**src/rtl/cpfw_pkg.sv**
```systemverilog
// cpfw_pkg: shared types, constants and codes of the credit pool with fifo wait line
// no dependencies; imported by cpfw_ctrl, cpfw_dp and the top level
package cpfw_pkg;

    // wait line geometry
    localparam int QUEUE_DEPTH = 8;
    localparam int PTR_W       = (QUEUE_DEPTH > 1) ? $clog2(QUEUE_DEPTH) : 1;
    localparam int CNT_W       = $clog2(QUEUE_DEPTH + 1);
    localparam int LIM_W       = (CNT_W > 4) ? CNT_W : 4;

    // field widths
    localparam int UNIT_W  = 8;
    localparam int ID_W    = 8;
    localparam int LIMIT_W = 4;
    localparam int ENTRY_W = ID_W + UNIT_W;

    // configuration port
    localparam int CFG_IDX_W  = 2;
    localparam int CFG_DATA_W = 8;
    localparam logic [CFG_IDX_W-1:0] CFG_POOL_SIZE   = 2'd0;
    localparam logic [CFG_IDX_W-1:0] CFG_QUEUE_LIMIT = 2'd1;

    // reset values
    localparam logic [UNIT_W-1:0]  POOL_RESET  = 8'd10;
    localparam logic [LIMIT_W-1:0] LIMIT_RESET = 4'd5;

    // request kinds on s_tuser
    localparam logic REQ_TAKE   = 1'b0;
    localparam logic REQ_RETURN = 1'b1;

    // result events
    typedef enum logic [2:0] {
        EV_GRANT   = 3'd0,
        EV_QUEUED  = 3'd1,
        EV_REJECT  = 3'd2,
        EV_DEQUEUE = 3'd3,
        EV_RETURN  = 3'd4
    } cpfw_event_t;

    // controller states
    typedef enum logic [1:0] {
        ST_IDLE,
        ST_EXEC,
        ST_CHECK,
        ST_READ
    } cpfw_state_t;

    // controller to datapath
    typedef struct packed {
        logic in_load;
        logic req_exec;
        logic ret_exec;
        logic head_emit;
    } cpfw_cmd_t;

    // datapath to controller
    typedef struct packed {
        logic in_is_ret;
        logic out_free;
        logic head_fits;
    } cpfw_stat_t;

endpackage

```
**src/rtl/cpfw_ram.sv**
```systemverilog
// cpfw_ram: generic single write port ram with registered read
// no dependencies
module cpfw_ram #(
    parameter int WIDTH = 16,
    parameter int DEPTH = 8
) (
    input  logic                                        aclk,
    input  logic                                        wr_en,
    input  logic [((DEPTH > 1) ? $clog2(DEPTH) : 1)-1:0] wr_addr,
    input  logic [WIDTH-1:0]                            wr_data,
    input  logic [((DEPTH > 1) ? $clog2(DEPTH) : 1)-1:0] rd_addr,
    output logic [WIDTH-1:0]                            rd_data
);

    logic [WIDTH-1:0] mem_reg [DEPTH];
    logic [WIDTH-1:0] rd_data_reg;

    // write port and registered read port
    always_ff @(posedge aclk) begin
        if (wr_en) begin
            mem_reg[wr_addr] <= wr_data;
        end
        rd_data_reg <= mem_reg[rd_addr];
    end

    assign rd_data = rd_data_reg;

endmodule

```
**src/rtl/cpfw_ctrl.sv**
```systemverilog
// cpfw_ctrl: sequencer for requests, returns and the head grant walk
// depends on cpfw_pkg
module cpfw_ctrl
    import cpfw_pkg::*;
(
    input  logic       aclk,
    input  logic       aresetn,
    input  logic       s_tvalid,
    output logic       s_tready,
    input  cpfw_stat_t stat,
    output cpfw_cmd_t  cmd
);

    cpfw_state_t state_reg, state_next;

    // state register
    always_ff @(posedge aclk) begin
        if (!aresetn) begin
            state_reg <= ST_IDLE;
        end else begin
            state_reg <= state_next;
        end
    end

    // next state and commands
    always_comb begin
        state_next = state_reg;
        s_tready   = 1'b0;
        cmd        = '0;
        case (state_reg)
            ST_IDLE: begin
                s_tready = 1'b1;
                if (s_tvalid) begin
                    cmd.in_load = 1'b1;
                    state_next  = ST_EXEC;
                end
            end
            ST_EXEC: begin
                // a return reads the head ram during this cycle
                if (stat.in_is_ret) begin
                    cmd.ret_exec = 1'b1;
                    state_next   = ST_CHECK;
                end else if (stat.out_free) begin
                    cmd.req_exec = 1'b1;
                    state_next   = ST_IDLE;
                end
            end
            ST_CHECK: begin
                if (stat.out_free) begin
                    cmd.head_emit = 1'b1;
                    state_next    = stat.head_fits ? ST_READ : ST_IDLE;
                end
            end
            ST_READ: begin
                // new head address settles into the ram read register
                state_next = ST_CHECK;
            end
            default: begin
                state_next = ST_IDLE;
            end
        endcase
    end

endmodule

```
**src/rtl/cpfw_dp.sv**
```systemverilog
// cpfw_dp: free count, wait line pointers, ram, configuration and result register
// depends on cpfw_pkg and cpfw_ram
module cpfw_dp
    import cpfw_pkg::*;
(
    input  logic                  aclk,
    input  logic                  aresetn,
    input  cpfw_cmd_t             cmd,
    output cpfw_stat_t            stat,
    input  logic                  in_type,
    input  logic [ID_W-1:0]       in_id,
    input  logic [UNIT_W-1:0]     in_amt,
    input  logic                  cfg_wr,
    input  logic [CFG_IDX_W-1:0]  cfg_index,
    input  logic [CFG_DATA_W-1:0] cfg_data,
    output logic                  out_valid,
    input  logic                  out_ready,
    output cpfw_event_t           out_event,
    output logic [ID_W-1:0]       out_who,
    output logic [UNIT_W-1:0]     out_units,
    output logic [UNIT_W-1:0]     out_free_units,
    output logic                  out_last
);

    // configuration and pool state
    logic [UNIT_W-1:0]  pool_reg, pool_next;
    logic [LIMIT_W-1:0] limit_reg, limit_next;
    logic [UNIT_W-1:0]  free_reg, free_next;
    logic [PTR_W-1:0]   head_reg, head_next;
    logic [PTR_W-1:0]   tail_reg, tail_next;
    logic [CNT_W-1:0]   count_reg, count_next;

    // captured request
    logic              in_type_reg, in_type_next;
    logic [ID_W-1:0]   in_id_reg, in_id_next;
    logic [UNIT_W-1:0] in_amt_reg, in_amt_next;

    // result held back until the next head is known
    cpfw_event_t       pend_ev_reg, pend_ev_next;
    logic [ID_W-1:0]   pend_who_reg, pend_who_next;
    logic [UNIT_W-1:0] pend_units_reg, pend_units_next;

    // result register
    logic              out_valid_reg, out_valid_next;
    cpfw_event_t       out_ev_reg, out_ev_next;
    logic [ID_W-1:0]   out_who_reg, out_who_next;
    logic [UNIT_W-1:0] out_units_reg, out_units_next;
    logic [UNIT_W-1:0] out_free_reg, out_free_next;
    logic              out_last_reg, out_last_next;

    // wait line ram
    logic               wr_en;
    logic [ENTRY_W-1:0] rd_data;
    logic [ID_W-1:0]    head_id;
    logic [UNIT_W-1:0]  head_amt;

    // decision helpers
    logic [LIM_W-1:0]  limit_ext;
    logic [LIM_W-1:0]  limit_eff;
    logic [UNIT_W:0]   ret_sum;
    logic [UNIT_W-1:0] ret_free;
    logic              head_fits;
    logic              out_slot_free;

    cpfw_ram #(
        .WIDTH(ENTRY_W),
        .DEPTH(QUEUE_DEPTH)
    ) u_wait_ram (
        .aclk   (aclk),
        .wr_en  (wr_en),
        .wr_addr(tail_reg),
        .wr_data({in_amt_reg, in_id_reg}),
        .rd_addr(head_reg),
        .rd_data(rd_data)
    );

    assign head_id  = rd_data[ID_W-1:0];
    assign head_amt = rd_data[ENTRY_W-1:ID_W];

    // effective limit is capped at the line depth
    assign limit_ext = LIM_W'(limit_reg);
    assign limit_eff = (limit_ext < LIM_W'(QUEUE_DEPTH)) ? limit_ext : LIM_W'(QUEUE_DEPTH);

    // saturating return
    assign ret_sum  = {1'b0, free_reg} + {1'b0, in_amt_reg};
    assign ret_free = (ret_sum > {1'b0, pool_reg}) ? pool_reg : ret_sum[UNIT_W-1:0];

    assign head_fits     = (count_reg != '0) && (head_amt <= free_reg);
    assign out_slot_free = !out_valid_reg || out_ready;

    assign stat.in_is_ret = (in_type_reg == REQ_RETURN);
    assign stat.out_free  = out_slot_free;
    assign stat.head_fits = head_fits;

    // next state of the datapath
    always_comb begin
        pool_next       = pool_reg;
        limit_next      = limit_reg;
        free_next       = free_reg;
        head_next       = head_reg;
        tail_next       = tail_reg;
        count_next      = count_reg;
        in_type_next    = in_type_reg;
        in_id_next      = in_id_reg;
        in_amt_next     = in_amt_reg;
        pend_ev_next    = pend_ev_reg;
        pend_who_next   = pend_who_reg;
        pend_units_next = pend_units_reg;
        out_valid_next  = out_valid_reg && !out_ready;
        out_ev_next     = out_ev_reg;
        out_who_next    = out_who_reg;
        out_units_next  = out_units_reg;
        out_free_next   = out_free_reg;
        out_last_next   = out_last_reg;
        wr_en           = 1'b0;

        // capture request
        if (cmd.in_load) begin
            in_type_next = in_type;
            in_id_next   = in_id;
            in_amt_next  = in_amt;
        end

        // take units: grant, queue or reject
        if (cmd.req_exec) begin
            out_valid_next = 1'b1;
            out_who_next   = in_id_reg;
            out_units_next = in_amt_reg;
            out_last_next  = 1'b1;
            if (in_amt_reg <= free_reg) begin
                free_next   = free_reg - in_amt_reg;
                out_ev_next = EV_GRANT;
            end else if (LIM_W'(count_reg) < limit_eff) begin
                wr_en       = 1'b1;
                tail_next   = (tail_reg == PTR_W'(QUEUE_DEPTH - 1)) ? '0 : tail_reg + 1'b1;
                count_next  = count_reg + 1'b1;
                out_ev_next = EV_QUEUED;
            end else begin
                out_ev_next = EV_REJECT;
            end
            out_free_next = free_next;
        end

        // return units, hold the return event back
        if (cmd.ret_exec) begin
            free_next       = ret_free;
            pend_ev_next    = EV_RETURN;
            pend_who_next   = in_id_reg;
            pend_units_next = in_amt_reg;
        end

        // emit held event, grant the head if it fits
        if (cmd.head_emit) begin
            out_valid_next = 1'b1;
            out_ev_next    = pend_ev_reg;
            out_who_next   = pend_who_reg;
            out_units_next = pend_units_reg;
            out_free_next  = free_reg;
            out_last_next  = !head_fits;
            if (head_fits) begin
                free_next       = free_reg - head_amt;
                head_next       = (head_reg == PTR_W'(QUEUE_DEPTH - 1)) ? '0 : head_reg + 1'b1;
                count_next      = count_reg - 1'b1;
                pend_ev_next    = EV_DEQUEUE;
                pend_who_next   = head_id;
                pend_units_next = head_amt;
            end
        end

        // configuration writes; the user is to issue them only while idle, the block itself does not enforce it
        if (cfg_wr) begin
            case (cfg_index)
                CFG_POOL_SIZE: begin
                    pool_next = cfg_data[UNIT_W-1:0];
                    free_next = cfg_data[UNIT_W-1:0];
                end
                CFG_QUEUE_LIMIT: begin
                    limit_next = cfg_data[LIMIT_W-1:0];
                end
                default: begin
                end
            endcase
        end
    end

    // control registers
    always_ff @(posedge aclk) begin
        if (!aresetn) begin
            pool_reg      <= POOL_RESET;
            limit_reg     <= LIMIT_RESET;
            free_reg      <= POOL_RESET;
            head_reg      <= '0;
            tail_reg      <= '0;
            count_reg     <= '0;
            out_valid_reg <= 1'b0;
        end else begin
            pool_reg      <= pool_next;
            limit_reg     <= limit_next;
            free_reg      <= free_next;
            head_reg      <= head_next;
            tail_reg      <= tail_next;
            count_reg     <= count_next;
            out_valid_reg <= out_valid_next;
        end
    end

    // payload registers
    always_ff @(posedge aclk) begin
        in_type_reg    <= in_type_next;
        in_id_reg      <= in_id_next;
        in_amt_reg     <= in_amt_next;
        pend_ev_reg    <= pend_ev_next;
        pend_who_reg   <= pend_who_next;
        pend_units_reg <= pend_units_next;
        out_ev_reg     <= out_ev_next;
        out_who_reg    <= out_who_next;
        out_units_reg  <= out_units_next;
        out_free_reg   <= out_free_next;
        out_last_reg   <= out_last_next;
    end

    assign out_valid      = out_valid_reg;
    assign out_event      = out_ev_reg;
    assign out_who        = out_who_reg;
    assign out_units      = out_units_reg;
    assign out_free_units = out_free_reg;
    assign out_last       = out_last_reg;

endmodule

```
**src/rtl/credit_pool_fifo_waitline_core.sv**
```systemverilog
// credit_pool_fifo_waitline_core: top level of the credit pool with fifo wait line
// depends on cpfw_pkg, cpfw_ctrl, cpfw_dp and cpfw_ram
//
// Hands out units from a pool of pool_size. A take request (s_tuser 0) is granted at
// once when it fits in the free units, otherwise it joins a wait line of up to
// QUEUE_DEPTH entries (bounded further by queue_limit) or is rejected; it gives one
// result. A return (s_tuser 1) adds its units back, saturating at pool_size, and gives
// a return event followed by one event per waiting head that now fits, in line order;
// m_tlast marks the final result of each request. A take request passes ST_IDLE and
// ST_EXEC; a return ST_IDLE, ST_EXEC and ST_CHECK, plus ST_READ and ST_CHECK per head
// granted, each head check waiting for the wait line ram's registered read. One result
// may wait in the output register while the next request is taken in. Configuration
// writes are taken every cycle and are meant to be issued only while the block is idle.
module credit_pool_fifo_waitline_core
    import cpfw_pkg::*;
(
    input  logic                  aclk,
    input  logic                  aresetn,
    // request channel
    input  logic                  s_tvalid,
    output logic                  s_tready,
    input  logic [15:0]           s_tdata,   // requester[7:0], amount[15:8]
    input  logic [0:0]            s_tuser,   // req_type[0]
    // result channel
    output logic                  m_tvalid,
    input  logic                  m_tready,
    output logic [23:0]           m_tdata,   // who[7:0], units[15:8], free_units[23:16]
    output logic [2:0]            m_tuser,   // event_res[2:0]
    output logic                  m_tlast,
    // configuration write channel
    input  logic                  cfg_valid,
    output logic                  cfg_ready,
    input  logic [CFG_IDX_W-1:0]  cfg_index,
    input  logic [CFG_DATA_W-1:0] cfg_data
);

    cpfw_cmd_t         cmd;
    cpfw_stat_t        stat;
    cpfw_event_t       out_event;
    logic [ID_W-1:0]   out_who;
    logic [UNIT_W-1:0] out_units;
    logic [UNIT_W-1:0] out_free_units;

    assign cfg_ready = 1'b1;

    cpfw_ctrl u_ctrl (
        .aclk    (aclk),
        .aresetn (aresetn),
        .s_tvalid(s_tvalid),
        .s_tready(s_tready),
        .stat    (stat),
        .cmd     (cmd)
    );

    cpfw_dp u_dp (
        .aclk          (aclk),
        .aresetn       (aresetn),
        .cmd           (cmd),
        .stat          (stat),
        .in_type       (s_tuser[0]),
        .in_id         (s_tdata[7:0]),
        .in_amt        (s_tdata[15:8]),
        .cfg_wr        (cfg_valid && cfg_ready),
        .cfg_index     (cfg_index),
        .cfg_data      (cfg_data),
        .out_valid     (m_tvalid),
        .out_ready     (m_tready),
        .out_event     (out_event),
        .out_who       (out_who),
        .out_units     (out_units),
        .out_free_units(out_free_units),
        .out_last      (m_tlast)
    );

    // result packing
    assign m_tdata = {out_free_units, out_units, out_who};
    assign m_tuser = out_event;

    // at most one command per cycle
    a_cmd_onehot: assert property (@(posedge aclk) disable iff (!aresetn)
        $onehot0({cmd.in_load, cmd.req_exec, cmd.ret_exec, cmd.head_emit}))
        else $error("controller issued more than one command");

    // results only go into a free output slot
    a_emit_free: assert property (@(posedge aclk) disable iff (!aresetn)
        (cmd.req_exec || cmd.head_emit) |-> stat.out_free)
        else $error("result loaded over an unaccepted result");

    // a request in flight blocks new requests
    a_busy_after_accept: assert property (@(posedge aclk) disable iff (!aresetn)
        (s_tvalid && s_tready) |=> !s_tready)
        else $error("new request taken while one is in flight");

    // a granted head is always followed by a further result
    a_head_not_last: assert property (@(posedge aclk) disable iff (!aresetn)
        (cmd.head_emit && stat.head_fits) |=> (m_tvalid && !m_tlast))
        else $error("last flag set while a head grant is pending");

endmodule

```
**config.mk**
```make
export PLATFORM = sky130hd
export DESIGN_NAME = credit_pool_fifo_waitline_core
export DESIGN_NICKNAME = d
export VERILOG_FILES = /design/src/rtl/cpfw_pkg.sv /design/src/rtl/cpfw_ram.sv /design/src/rtl/cpfw_ctrl.sv /design/src/rtl/cpfw_dp.sv /design/src/rtl/credit_pool_fifo_waitline_core.sv
export SDC_FILE = /design/constraint.sdc
export NUM_CORES = 1
export LEC_CHECK = 0
export BUFFER_PORTS_ARGS = -buffer_cell sky130_fd_sc_hd__buf_2
export CAP_MARGIN = 25
export CORE_ASPECT_RATIO = 1.4
export CORE_UTILIZATION = 29
export DETAILED_ROUTE_END_ITERATION = 16
export SLEW_MARGIN = 20
export SYNTH_ARGS = -nofsm -noshare
export SYNTH_HDL_FRONTEND = slang
export SYNTH_SLANG_ARGS = --single-unit
```
**constraint.sdc**
```tcl
create_clock -name aclk -period 4.5 [get_ports aclk]
set_input_delay 0.675 -clock aclk [delete_from_list [all_inputs] [get_ports aclk]]
set_output_delay 0.675 -clock aclk [all_outputs]
set_load 0.01 [all_outputs]
```
==> metrics.txt <==
status completed; Critical Path Source Type flop; first-pass GRT wire length about 39000 um; Peak VDD IR around 270 uV; worst min path class in2reg; switching share of total power 0.244; Clock power frac 0.382; Die Span Y about 230 um; Tcrit/Tclk final 0.919; die area 37400 um2; simple-gate share of the synthesized area 0.0925; setup violators final 0; Req. time, crit path ~4.9 ns; Slew HR 0.330; Slowest-stage cell, CP a2111o_1; gr usage total 0.138; post-synthesis cell type count 71; cell taking the most area after synthesis edfxtp_1; DR WL/cell approximately 19 um; router iterations before antenna repair 4; Gate power share 0.111; Compound-Gate Fraction of Synth Area 0.0882; Worst-Margin Slew between 1 and 1.5 ns; Seq/Total Area, Yosys 0.617; EDFF count, synth approximately 170; routed wire length 25400 um; ys async rst share 0; ys flop type edfxtp_1; Reg power frac 0.507; Ys Warns 0; Synth top area share 0.489; CTS Hold Bufs 0; final hold violation count 0; Mean Syn Cell Area 13.4 um2; mux share of post-synthesis cell area 0.106; grt total ovfl 0; Synth Area in Adders 0.0539; Crit Path Max Fanout 11; post-cts repair resize count 0; net load switching power 1220 uW; max reg flops between 100 and 150; Final TNS setup 0 ns; largest family of logic cells by synthesized area multiplexers; clock-pin slew of the registers on the worst-case setup and hold paths about 0.06 ns; Post-Route Utilization 0.343; clock tree from TritonCTS built; Int Power about 3800 uW; IO Count 63; drt first-iter violations approximately 340; Inserted Diodes 0; Antenna Nets Post-Route 0; Clock Skews between 0.02 and 0.03 ns; top cells by area, synth edfxtp_1 (49%), dfxtp_1 (13%), mux4_2 (6.8%); initial antenna violation count 1; max-slew violations 0; Via density a little under 5; Core ar. 35900 um2; Max-Cap Viols 0; Initial Utilization 0.296; CP dominant cell by count ha_1; worst skew pair latency 0.54 ns; FMAX 0.242 GHz; Inserted Clock Buffers 24; Post-Syn Area roughly 11000 um2; Post-DP HPWL 17500 um; RSZ-0062 raised after global routing false; syn_nets 870; vias in the first global route 6815; Syn Inst Count 794; Power, Total between 5000 and 6000 uW; IO buf count 61; largest net degree at the start of global routing 35; Die X roughly 160 um; clk buf depth 3; Post-CTS Setup Bufs 0; Row Count approximately 80; Final #Nets approximately 950; Clock Root Buffer clkbuf_16; synthesis-to-layout area growth 16.0%; hold slack 0.309 ns; maximum level of the CTS H-tree 1; CP max stage delay approximately 0.6 ns; Synth Area in XOR/XNOR 0.0140; flops & latches, synth between 200 and 250; WP data arrival 4.54 ns; Final Critical Period around 4.1 ns; Setup CP Type reg2reg; Lkg Pwr roughly 0.0045 uW; Crit. End Element flop; # DRC 0; clock sink count ~240; share of layout cells above drive strength 1 0.228; Pwr Density around 410 nW/um2; crit-path cells inv_1, ha_1, or3_1, o21a_1, o21bai_1, a21oi_1, xnor2_1, ha_1, nor3_2, o211ai_1, o221a_2, a2111o_1, mux2_4, o2111a_1; Via Count approximately 6500; Final GP Congestion around 0.85
cell type report:
class | count | area [um2]
multi-input combinational | 481 | 3810
timing repair buffer | 86 | 500
clock inverter | 10 | 93.8
inverter | 35 | 131
tap | 462 | 578
clock buffer | 33 | 654
fill | 3531 | 23600
sequential | 241 | 6560
metrics by stage:
stage | instance area (um2) | std cells | worst slack (ns)
finish | 12300 | 1348 | 0.363
global route | 12300 | 1348 | 0.0945
global placement | 11500 | 1302 | 0.467
detailed placement | 11500 | 1302 | 0.360
floorplan | 10600 | 794 | 0.756
CTS | 12300 | 1345 | 0.357
kinds of logic (layout without fill, tap and decap cells):
group	count (synthesis)	in the layout
xor gates and xnor gates	17	17
muxes	69	69
and+or+nand+nor	215	215
DFF	241	241
other	1	1
AOI/OAI and AO/OA	135	135
buffers and inverters	72	164
adders and majority gates	44	44
worst max-delay path, delay by kind of cell (launching register included):
family	cells	cell delay [ns]
and+or+nand+nor	2	0.53
buffers and inverters	1	0.11
DFF	1	0.52
AOI/OAI and AO/OA	7	1.70
muxes	1	0.37
xor gates and xnor gates	1	0.13
adders and majority gates	2	0.64
layout by cell type (no fill, tap or decap), types with 24 or more instances in the layout:
cell type	netlist	layout
dfxtp_1	68	67
buf_2	13	61
inv_1	34	34
mux2_2	27	27
edfxtp_1	173	173
mux4_2	32	32
buf_4	1	24
nor2_1	50	48
o21ai_0	32	32
ha_1	41	41
clkbuf_16	0	24
nand2_1	96	96
power groups by stage:
stage / sequential [uW] / combinational (uW) / clock, uW
5_1_grt: 2550 / 611 / 2040
3_5_place_dp: 2580 / 553 / 0
3_3_place_gp: 2580 / 550 / 0
6_report: 2540 / 556 / 1920
2_1_floorplan: 2570 / 387 / 0
4_1_cts: 2540 / 557 / 1960
synth_stat cells, drive strengths merged, types with 4 or more instances:
cell	number
and2	6
xnor2	10
dfxtp	68
a21boi	8
nor2	50
o2111a	4
mux2	28
o21bai	4
ha	41
o21a	5
a211oi	6
mux4	32
buf	18
nand2	96
a21oi	22
nand4	4
nor3	13
a31oi	19
mux2i	9
nand2b	8
xor2	7
o211ai	5
clkbuf	19
o21ai	34
o31ai	4
edfxtp	173
nor2b	15
nand3	6
inv	35
path summary, 6_finish.rpt:
| kind | startpoint | endpoint | slack (ns) | cells past startpoint |
|---|---|---|---|---|
| setup / recovery | u_dp.in_amt_reg[2] | u_dp.free_reg[4] | 0.36 | 14 |
| hold / removal | s_tdata[1] | u_dp.in_id_reg[1] | 0.31 | 1 |
| setup reg to reg | u_dp.in_amt_reg[2] | u_dp.free_reg[4] | 0.36 | 14 |
| hold reg to reg | u_dp.pend_ev_reg[0] | u_dp.pend_ev_reg[0] | 0.45 | 2 |
routing by layer:
layer	GRT usage	vias to the layer above	wire [um]	share of wire
li1	-	3110	-	-
met4	0.0521	2	833	0.033
met1	0.152	3217	9800	0.39
met3	0.0194	49	953	0.038
met2	0.262	116	13800	0.54
met5	0	-	10	0.00039
(Power assumes the default switching activity.)
